[config.mk]
export PLATFORM = sky130hd
export DESIGN_NAME = bounded_deque
export DESIGN_NICKNAME = d
export VERILOG_FILES = /design/src/rtl/core/bdq_pkg.sv /design/src/rtl/core/bdq_ram.sv /design/src/rtl/core/bdq_datapath.sv /design/src/rtl/core/bdq_ctrl.sv /design/src/rtl/core/bounded_deque.sv
export SDC_FILE = /design/constraint.sdc
export NUM_CORES = 1
export LEC_CHECK = 0
export BUFFER_PORTS_ARGS = -buffer_cell sky130_fd_sc_hd__clkbuf_2
export CORE_MARGIN = 2
export CORE_UTILIZATION = 34
export CTS_CLUSTER_DIAMETER = 120
export CTS_CLUSTER_SIZE = 20
export DETAILED_ROUTE_END_ITERATION = 16
export SYNTH_ARGS = -nofsm -noshare
export SYNTH_HDL_FRONTEND = slang
export SYNTH_HIERARCHICAL = 1
export SYNTH_SLANG_ARGS = --single-unit
export TNS_END_PERCENT = 5
[constraint.sdc]
create_clock -name clk -period 7.4 [get_ports clk]
set_clock_uncertainty 0.15 [all_clocks]
set_input_delay 1.11 -clock clk [delete_from_list [all_inputs] [get_ports clk]]
set_output_delay 1.11 -clock clk [all_outputs]
set_load 0.02 [all_outputs]
[src/rtl/core/bdq_pkg.sv]
// ----------------------------------------------------------------------------
// bdq_pkg
// Types, constants and pointer helpers for the bounded deque.
// ----------------------------------------------------------------------------
package bdq_pkg;

    localparam int DEPTH = 16;
    localparam int PTR_W = $clog2(DEPTH);
    localparam int CNT_W = $clog2(DEPTH + 1);
    localparam int DATA_W = 32;

    typedef logic [PTR_W-1:0] ptr_t;
    typedef logic [CNT_W-1:0] cnt_t;

    localparam logic [2:0] OP_PUSH_FRONT = 3'd0;
    localparam logic [2:0] OP_PUSH_BACK  = 3'd1;
    localparam logic [2:0] OP_POP_FRONT  = 3'd2;
    localparam logic [2:0] OP_POP_BACK   = 3'd3;
    localparam logic [2:0] OP_DUMP       = 3'd4;

    typedef enum logic [1:0] {
        ST_OK    = 2'd0,
        ST_EMPTY = 2'd1,
        ST_FULL  = 2'd2
    } status_t;

    typedef enum logic [1:0] {
        S_IDLE,
        S_READ,
        S_DUMP
    } state_t;

    typedef struct packed {
        logic    wr_front;
        logic    wr_back;
        logic    rd_front;
        logic    rd_back;
        logic    rd_first;
        logic    rd_next;
        logic    out_load;
        logic    out_ram;
        status_t out_status;
        logic    out_last;
    } cmd_t;

    typedef struct packed {
        logic empty;
        logic full;
        logic dump_last;
        logic out_free;
    } stat_t;

    localparam logic [PTR_W:0] DEPTH_EXT = (PTR_W + 1)'(DEPTH);
    localparam ptr_t PTR_MAX = PTR_W'(DEPTH - 1);

    // Slot at a given offset from base, wrapped once
    function automatic ptr_t slot_of(input ptr_t base, input ptr_t off);
        logic [PTR_W:0] sum;
        logic [PTR_W:0] wrapped;
        sum = {1'b0, base} + {1'b0, off};
        wrapped = (sum >= DEPTH_EXT) ? (sum - DEPTH_EXT) : sum;
        return wrapped[PTR_W-1:0];
    endfunction

    function automatic ptr_t ptr_inc(input ptr_t p);
        return (p == PTR_MAX) ? '0 : p + PTR_W'(1);
    endfunction

    function automatic ptr_t ptr_dec(input ptr_t p);
        return (p == '0) ? PTR_MAX : p - PTR_W'(1);
    endfunction

endpackage

[src/rtl/core/bdq_ram.sv]
// ----------------------------------------------------------------------------
// bdq_ram
// Simple dual-port RAM: one write port, one read port with registered data.
// ----------------------------------------------------------------------------
module bdq_ram #(
    parameter int WIDTH = 32,
    parameter int DEPTH = 16
) (
    input  logic                     clk,
    input  logic                     wr_en,
    input  logic [$clog2(DEPTH)-1:0] wr_addr,
    input  logic [WIDTH-1:0]         wr_data,
    input  logic                     rd_en,
    input  logic [$clog2(DEPTH)-1:0] rd_addr,
    output logic [WIDTH-1:0]         rd_data
);

    logic [WIDTH-1:0] mem_reg [DEPTH];
    logic [WIDTH-1:0] rd_data_reg;

    always_ff @(posedge clk)
    begin
        if (wr_en)
        begin
            mem_reg[wr_addr] <= wr_data;
        end
        if (rd_en)
        begin
            rd_data_reg <= mem_reg[rd_addr];
        end
    end

    assign rd_data = rd_data_reg;

endmodule

[src/rtl/core/bdq_datapath.sv]
// ----------------------------------------------------------------------------
// bdq_datapath
// Front pointer, entry count, dump index, entry RAM and result register.
// ----------------------------------------------------------------------------
module bdq_datapath (
    input  logic                   clk,
    input  logic                   rst_n,
    input  bdq_pkg::cmd_t          cmd,
    output bdq_pkg::stat_t         stat,
    input  logic signed [31:0]     value,
    output logic                   rsp_valid,
    input  logic                   rsp_stall,
    output logic signed [31:0]     result_value,
    output logic [1:0]             status,
    output logic                   last
);

    import bdq_pkg::*;

    ptr_t    front_reg;
    ptr_t    front_next;
    cnt_t    count_reg;
    cnt_t    count_next;
    ptr_t    idx_reg;
    ptr_t    idx_next;
    cnt_t    count_dec;
    ptr_t    front_dec;

    logic              wr_en;
    ptr_t              wr_addr;
    logic              rd_en;
    ptr_t              rd_addr;
    logic [DATA_W-1:0] rd_data;

    logic              out_valid_reg;
    logic [DATA_W-1:0] out_value_reg;
    status_t           out_status_reg;
    logic              out_last_reg;

    assign count_dec = count_reg - CNT_W'(1);
    assign front_dec = ptr_dec(front_reg);

    always_comb
    begin
        wr_en   = cmd.wr_front | cmd.wr_back;
        wr_addr = cmd.wr_front ? front_dec : slot_of(front_reg, count_reg[PTR_W-1:0]);
        rd_en   = cmd.rd_front | cmd.rd_back | cmd.rd_first | cmd.rd_next;
        priority if (cmd.rd_back)
        begin
            rd_addr = slot_of(front_reg, count_dec[PTR_W-1:0]);
        end
        else if (cmd.rd_next)
        begin
            rd_addr = slot_of(front_reg, idx_reg + PTR_W'(1));
        end
        else
        begin
            rd_addr = front_reg;
        end
    end

    always_comb
    begin
        front_next = front_reg;
        count_next = count_reg;
        idx_next   = idx_reg;
        if (cmd.wr_front)
        begin
            front_next = front_dec;
        end
        if (cmd.rd_front)
        begin
            front_next = ptr_inc(front_reg);
        end
        if (wr_en)
        begin
            count_next = count_reg + CNT_W'(1);
        end
        if (cmd.rd_front | cmd.rd_back)
        begin
            count_next = count_dec;
        end
        if (cmd.rd_first)
        begin
            idx_next = '0;
        end
        if (cmd.rd_next)
        begin
            idx_next = idx_reg + PTR_W'(1);
        end
    end

    always_ff @(posedge clk or negedge rst_n)
    begin
        if (!rst_n)
        begin
            front_reg     <= '0;
            count_reg     <= '0;
            idx_reg       <= '0;
            out_valid_reg <= 1'b0;
        end
        else
        begin
            front_reg <= front_next;
            count_reg <= count_next;
            idx_reg   <= idx_next;
            if (cmd.out_load)
            begin
                out_valid_reg <= 1'b1;
            end
            else if (!rsp_stall)
            begin
                out_valid_reg <= 1'b0;
            end
        end
    end

    // Result word: load only when the slot is free
    always_ff @(posedge clk)
    begin
        if (cmd.out_load)
        begin
            out_value_reg  <= cmd.out_ram ? rd_data : '0;
            out_status_reg <= cmd.out_status;
            out_last_reg   <= cmd.out_last;
        end
    end

    bdq_ram #(
        .WIDTH (DATA_W),
        .DEPTH (DEPTH)
    ) u_ram (
        .clk     (clk),
        .wr_en   (wr_en),
        .wr_addr (wr_addr),
        .wr_data (value),
        .rd_en   (rd_en),
        .rd_addr (rd_addr),
        .rd_data (rd_data)
    );

    assign stat.empty     = (count_reg == '0);
    assign stat.full      = (count_reg == CNT_W'(DEPTH));
    assign stat.dump_last = ((CNT_W'(idx_reg) + CNT_W'(1)) == count_reg);
    assign stat.out_free  = !out_valid_reg || !rsp_stall;

    assign rsp_valid    = out_valid_reg;
    assign result_value = out_value_reg;
    assign status       = out_status_reg;
    assign last         = out_last_reg;

endmodule

[src/rtl/core/bdq_ctrl.sv]
// ----------------------------------------------------------------------------
// bdq_ctrl
// Request decoder and sequencer for pops and dumps.
// ----------------------------------------------------------------------------
module bdq_ctrl (
    input  logic           clk,
    input  logic           rst_n,
    input  logic           req_valid,
    output logic           req_stall,
    input  logic [2:0]     op,
    input  bdq_pkg::stat_t stat,
    output bdq_pkg::cmd_t  cmd
);

    import bdq_pkg::*;

    state_t state_reg;
    state_t state_next;
    logic   accept;

    assign accept = (state_reg == S_IDLE) && req_valid && stat.out_free;

    always_comb
    begin
        state_next = state_reg;
        unique case (state_reg)
            S_IDLE:
            begin
                if (accept && !stat.empty)
                begin
                    if (op == OP_POP_FRONT || op == OP_POP_BACK)
                    begin
                        state_next = S_READ;
                    end
                    else if (op == OP_DUMP)
                    begin
                        state_next = S_DUMP;
                    end
                end
            end
            S_READ:
            begin
                if (stat.out_free)
                begin
                    state_next = S_IDLE;
                end
            end
            S_DUMP:
            begin
                if (stat.out_free && stat.dump_last)
                begin
                    state_next = S_IDLE;
                end
            end
            default:
            begin
                state_next = S_IDLE;
            end
        endcase
    end

    always_comb
    begin
        cmd            = '0;
        cmd.out_status = ST_OK;
        req_stall      = 1'b1;
        unique case (state_reg)
            S_IDLE:
            begin
                req_stall = !stat.out_free;
                if (accept)
                begin
                    unique case (op)
                        OP_PUSH_FRONT, OP_PUSH_BACK:
                        begin
                            cmd.out_load = 1'b1;
                            cmd.out_last = 1'b1;
                            if (stat.full)
                            begin
                                cmd.out_status = ST_FULL;
                            end
                            else
                            begin
                                cmd.wr_front = (op == OP_PUSH_FRONT);
                                cmd.wr_back  = (op == OP_PUSH_BACK);
                            end
                        end
                        OP_POP_FRONT, OP_POP_BACK, OP_DUMP:
                        begin
                            if (stat.empty)
                            begin
                                cmd.out_load   = 1'b1;
                                cmd.out_last   = 1'b1;
                                cmd.out_status = ST_EMPTY;
                            end
                            else
                            begin
                                cmd.rd_front = (op == OP_POP_FRONT);
                                cmd.rd_back  = (op == OP_POP_BACK);
                                cmd.rd_first = (op == OP_DUMP);
                            end
                        end
                        default:
                        begin
                            // drop unused codes
                        end
                    endcase
                end
            end
            S_READ:
            begin
                if (stat.out_free)
                begin
                    cmd.out_load = 1'b1;
                    cmd.out_ram  = 1'b1;
                    cmd.out_last = 1'b1;
                end
            end
            S_DUMP:
            begin
                if (stat.out_free)
                begin
                    cmd.out_load = 1'b1;
                    cmd.out_ram  = 1'b1;
                    cmd.out_last = stat.dump_last;
                    cmd.rd_next  = !stat.dump_last;
                end
            end
            default:
            begin
                req_stall = 1'b1;
            end
        endcase
    end

    always_ff @(posedge clk or negedge rst_n)
    begin
        if (!rst_n)
        begin
            state_reg <= S_IDLE;
        end
        else
        begin
            state_reg <= state_next;
        end
    end

endmodule

[src/rtl/core/bounded_deque.sv]
// ----------------------------------------------------------------------------
// bounded_deque
// Double-ended queue of signed 32-bit words in a circular RAM of DEPTH
// entries. A push at either end answers with one word (status full if the
// store is full). A pop reads the entry RAM through its registered read
// port and answers with the removed word. A dump answers with one word per
// stored entry, walking the RAM from front to back and marking the final
// word with last; a pop or dump of an empty store answers at once with
// status empty. Each result word waits in an output register, so a push
// may be taken while the previous result is still held; a stalled result
// holds the whole block. No clearing pass follows reset: the block is
// ready as soon as reset is released.
// ----------------------------------------------------------------------------
module bounded_deque (
    input  logic               clk,
    input  logic               rst_n,
    input  logic               req_valid,
    output logic               req_stall,
    input  logic [2:0]         op,
    input  logic signed [31:0] value,
    output logic               rsp_valid,
    input  logic               rsp_stall,
    output logic signed [31:0] result_value,
    output logic [1:0]         status,
    output logic               last
);

    import bdq_pkg::*;

    cmd_t  cmd;
    stat_t stat;

    bdq_ctrl u_ctrl (
        .clk       (clk),
        .rst_n     (rst_n),
        .req_valid (req_valid),
        .req_stall (req_stall),
        .op        (op),
        .stat      (stat),
        .cmd       (cmd)
    );

    bdq_datapath u_datapath (
        .clk          (clk),
        .rst_n        (rst_n),
        .cmd          (cmd),
        .stat         (stat),
        .value        (value),
        .rsp_valid    (rsp_valid),
        .rsp_stall    (rsp_stall),
        .result_value (result_value),
        .status       (status),
        .last         (last)
    );

endmodule

# After elaboration in Yosys (flattened, before gate mapping)

Memories as Yosys holds them, arrays and structs flattened. A register that Yosys moved wholly into a read port is not among the register bits.
Cells that the tools add are included.

Bits in registers: 51
RAM bits: 512
Input bits: 39
Output and inout bits: 37
Word-level logic and storage cells: 110
Memories kept: 1

$add $sub $neg: 12
Order comparisons: 3
Eq/ne operators: 14
Mux-type cells: 46
Bitwise gates (word level): 4
Reductions and logical operators: 22

Memories:

| name                     | words | bits a word | rd ports | clocked after memory_dff | wr ports | line          | source |
|---|---|---|---|---|---|---|---|
| u_datapath.u_ram.mem_reg | 16    | 32          | 1        | 1                        | 1        | bdq_ram.sv:18 | `logic [WIDTH-1:0] mem_reg [DEPTH];` |

Operator list:

| operator                                              | count |
|---|---|
| 2-to-1 mux 4 bit                                      | 12 |
| 2-to-1 mux 2 bit                                      | 10 |
| 2-to-1 mux 5 bit                                      | 4 |
| subtractor 4 x 1 -> 4 bit, second input constant      | 4 |
| adder 4 x 4 -> 5 bit                                  | 3 |
| >= comparator 5 bit, second input constant            | 3 |
| 2-to-1 mux 1 bit                                      | 11 |
| 2-to-1 mux 3 bit                                      | 3 |
| adder 4 x 1 -> 4 bit, second input constant           | 2 |
| == test 3 x 2 -> 1 bit, second input constant         | 2 |
| inequality test 2 x 1 -> 1 bit, second input constant | 3 |
| one-hot mux 1 bit (3 select lines)                    | 2 |
| one-hot mux 2 bit (3 select lines)                    | 1 |
| one-hot mux 3 bit (2 select lines)                    | 1 |
| nonzero test 2 bit                                    | 3 |
| adder 4 x 1 -> 5 bit, second input constant           | 1 |
| adder 5 x 1 -> 5 bit, second input constant           | 1 |
| == test 5 bit                                         | 1 |
| == test 5 bit, second input constant                  | 1 |
| logical NOT 1 bit                                     | 5 |
| logical NOT 5 bit                                     | 1 |
| subtractor 5 x 1 -> 5 bit, second input constant      | 1 |
| == test 4 bit, second input constant                  | 1 |
| logical AND 1 bit                                     | 4 |
| other kinds (16)                                      | 21 |

# Logic depth before layout (Yosys ltp)

Depth after elaboration: 8
Mapped depth: 18
Mapped depth without buffers: 15

# Modules after synthesis

Netlist, hierarchy kept.

By module, submodules not included:

| module       | instances | cells each | area an instance (µm²) | seq. area each (µm²) |
|---|---|---|---|---|
| bdq_ram      | 1         | 838        | 20155.6                | 16335.7 |
| bdq_datapath | 1         | 227        | 2626.3                 | 1401.3 |
| bdq_ctrl     | 1         | 43         | 314.1                  | 50.0 |

# Worst setup path after synthesis

No wires, ideal clock.

Path kind: input-to-reg
From: input port rsp_stall
To: memory u_datapath.u_ram.mem_reg[0][0], enable pin
Library setup time: 461 ps
Arrival time: 5291 ps
Required time: 6789 ps
Slack: 1498 ps
Stages on the path: 8
Buffers on the path: 1
Cell sequence: nand2_1 nand3_1 or3_1 nor3_1 clkbuf_1 mux2_2 or3b_2 nor3_1

RTL lines:

| element     | line                | source |
|---|---|---|
| from (decl) | bounded_deque.sv:22 | `input logic rsp_stall,` |
| to (decl)   | bdq_ram.sv:18       |  |

==> results.json <==
{
  "cts_resized": 0,
  "powerDensity_nw_per_um2": 374.9,
  "path_class": "reg -> reg",
  "largest_reg_flops": 512,
  "num-nets-final": 1250,
  "start_util_pct": 34.39,
  "synth_nets": 1170,
  "max_slew_margin_pct": 12.36,
  "synth-seq-area-share_pct": 77.01,
  "grt_pass1_vias": 11330,
  "clkTransAtPathRegs_ns": 0.08,
  "cts_sinks": 595,
  "clockRootBuffer": "clkbuf_16",
  "fp-row-count": 95,
  "io_buffer_count": 75,
  "cts_tree": "done",
  "post_cts_buffers": 0,
  "dr.pass1.iters": 5,
  "crit_chain": "ha_1, xor2_2, nor2_1, or3_1, a2111oi_2, nor2b_1, and2_1, mux2i_1, o21ai_4, buf_4, mux4_2, a22oi_1, nand2_1",
  "ys_types": 57,
  "maxCapViolations": 0,
  "slew_violations": 0,
  "start_kind": "flop",
  "fp.dieW_um": 264.6,
  "drc_errors": 0,
  "peakVddDrop_mv": 0.3331,
  "final_antenna_net_count": 0,
  "place_congestion": 0.7471,
  "wirelength_um": 51000,
  "grt_max_degree": 87,
  "dpl.hpwl_um": 28040,
  "area_growth_pct": 11.25,
  "fin_cells": 2070,
  "io_pins": 76,
  "setup.worst_path.end_class": "flop",
  "syn_avg_cell_area_um2": 20.84,
  "slowest_stage": "o21ai_4",
  "status": "completed",
  "final-hold-violation-count": 0,
  "utilization_pct": 38.26,
  "power.total_mw": 9.634,
  "yosysWarningCount": 6,
  "synthArstFlopShare_pct": 2.689,
  "die-area_um2": 70030,
  "grt_overflow": 0,
  "netlist_area_um2": 23100,
  "numCtsBuffers": 36,
  "min_path_type": "in -> async",
  "synth-edff-count": 579,
  "post-route-min-period_ns": 5.282,
  "cts_max_level": 2,
  "wl_per_cell_um": 24.64,
  "via_per_inst": 5.245,
  "vias": 10860,
  "initialDrtViolationCount": 950,
  "ys_seq_elements": 595,
  "fp.coreArea_um2": 67160,
  "netlist_instances": 1108,
  "synth_ff_type": "edfxtp_1",
  "track_usage_pct": 14.61,
  "cts-hold-fix-buffers": 0,
  "setup_tns_ns": 0,
  "fmax_ghz": 0.1893,
  "critical_path_arrival_ns": 5.46,
  "antenna_found_initial": 2,
  "max_stage_delay_ns": 0.89,
  "cts_buffer_depth": 3,
  "drive_above_1_share_pct": 24.83,
  "rsz0062_at_grt": "false",
  "fp.dieH_um": 264.6,
  "leakagePower_nw": 8.104,
  "final_cell_mix": "edfxtp_1 (579), mux4_2 (128), clkbuf_2 (75), a22oi_1 (65), nand2_1 (52)",
  "clk_latency_ns": 0.58,
  "worstMarginPinSlew_ns": 1.311,
  "holdWs_ns": 0.3098,
  "final_common_cell": "edfxtp_1",
  "setup_viol": 0,
  "placed_cells": 2022,
  "finalCritPeriodShare_pct": 71.37,
  "cp_max_fo": 42,
  "grt_pass1_wl_um": 75680,
  "cp.required_ns": 7.58
}
area by class of cell:
class | count | area, um2
fill | 5981 | 41460
inverter | 19 | 71.32
sequential | 595 | 17790
antenna | 1 | 2.502
multi-input combinational | 441 | 5175
tap | 873 | 1092
clock inverter | 4 | 45.04
timing repair buffer | 95 | 575.6
clock buffer | 42 | 944.7
worst max-delay path, delay by kind of cell, from the launching register on:
kind	cells	cell delay (ns)
muxes	2	0.61
buffers and inverters	1	0.71
adders and majority gates	1	0.28
AOI/OAI and AO/OA	3	1.67
DFF	1	0.44
and+or+nand+nor	5	0.91
xor gates and xnor gates	1	0.23
routing by layer:
metal | global-route usage (%) | vias up | routed length (um)
li1 | - | 4678 | -
met1 | 20.46 | 5847 | 22990
met2 | 23.78 | 276 | 24710
met3 | 2.471 | 55 | 2409
met4 | 3.839 | 2 | 871
met5 | 0 | - | 14
synth_stat cells (2+ instances only):
cell | n | area, um2
a21o_1 | 4 | 30.03
a21oi_1 | 11 | 55.05
a22oi_1 | 65 | 488.0
a31oi_1 | 4 | 25.02
and2_1 | 35 | 219.0
buf_1 | 10 | 37.54
buf_2 | 8 | 40.04
buf_4 | 9 | 67.56
clkbuf_1 | 26 | 97.59
dfrtp_1 | 16 | 400.4
edfxtp_1 | 579 | 17390
fa_1 | 3 | 60.06
ha_1 | 20 | 250.2
inv_1 | 19 | 71.32
mux2i_1 | 3 | 30.03
mux4_2 | 128 | 2883
nand2_1 | 52 | 195.2
nand2b_1 | 3 | 18.77
nand3_1 | 5 | 25.02
nand3b_1 | 3 | 22.52
nor2_1 | 27 | 101.4
nor2b_1 | 5 | 31.28
nor3_1 | 8 | 40.04
o211ai_1 | 3 | 22.52
o21ai_0 | 8 | 40.04
o31ai_1 | 3 | 22.52
or2_1 | 2 | 12.51
or3_1 | 5 | 31.28
xnor2_1 | 10 | 87.58
xor2_1 | 7 | 61.31
worst paths after layout:
kind	slack (ns)	depth (start not counted)	from	endpoint
setup / recovery	2.12	13	u_datapath/idx_reg[0]	u_datapath/u_ram/rd_data[2]
hold reg to reg	0.37	1	u_datapath/u_ram/rd_data[23]	u_datapath/result_value[23]
max in group asynchronous	6.48	1	rst_n	u_datapath/rsp_valid
setup reg to reg	2.12	13	u_datapath/idx_reg[0]	u_datapath/u_ram/rd_data[2]
hold / removal	0.31	1	rst_n	u_datapath/count_reg[1]
min in group clk	0.37	1	u_datapath/u_ram/rd_data[23]	u_datapath/result_value[23]
cells by family after synthesis:
group	count (synthesis)	share of synthesized area, %
mux	132	12.66
xor+xnor	18	0.7151
fa+ha+maj	23	1.344
simple gates	156	3.402
buf+inv	72	1.360
flops	595	77.01
compound gates	112	3.505
metrics by stage:
stage               worst slack (ns)  instance area, um2
finish                         2.118               25690
global route                   1.769               25690
CTS                            2.053               25670
detailed placement             2.078               24680
global placement               2.185               24680
floorplan                      1.498               23100
where the power goes:
group          switching (mW)  leakage, nW  total, mW  internal (mW)
sequential              0.177         5.44       4.34           4.16
clock                    1.07        0.484       1.98          0.917
combinational            1.94         2.18       3.31           1.37
No activity file was read; power rests on OpenSTA's default activity.
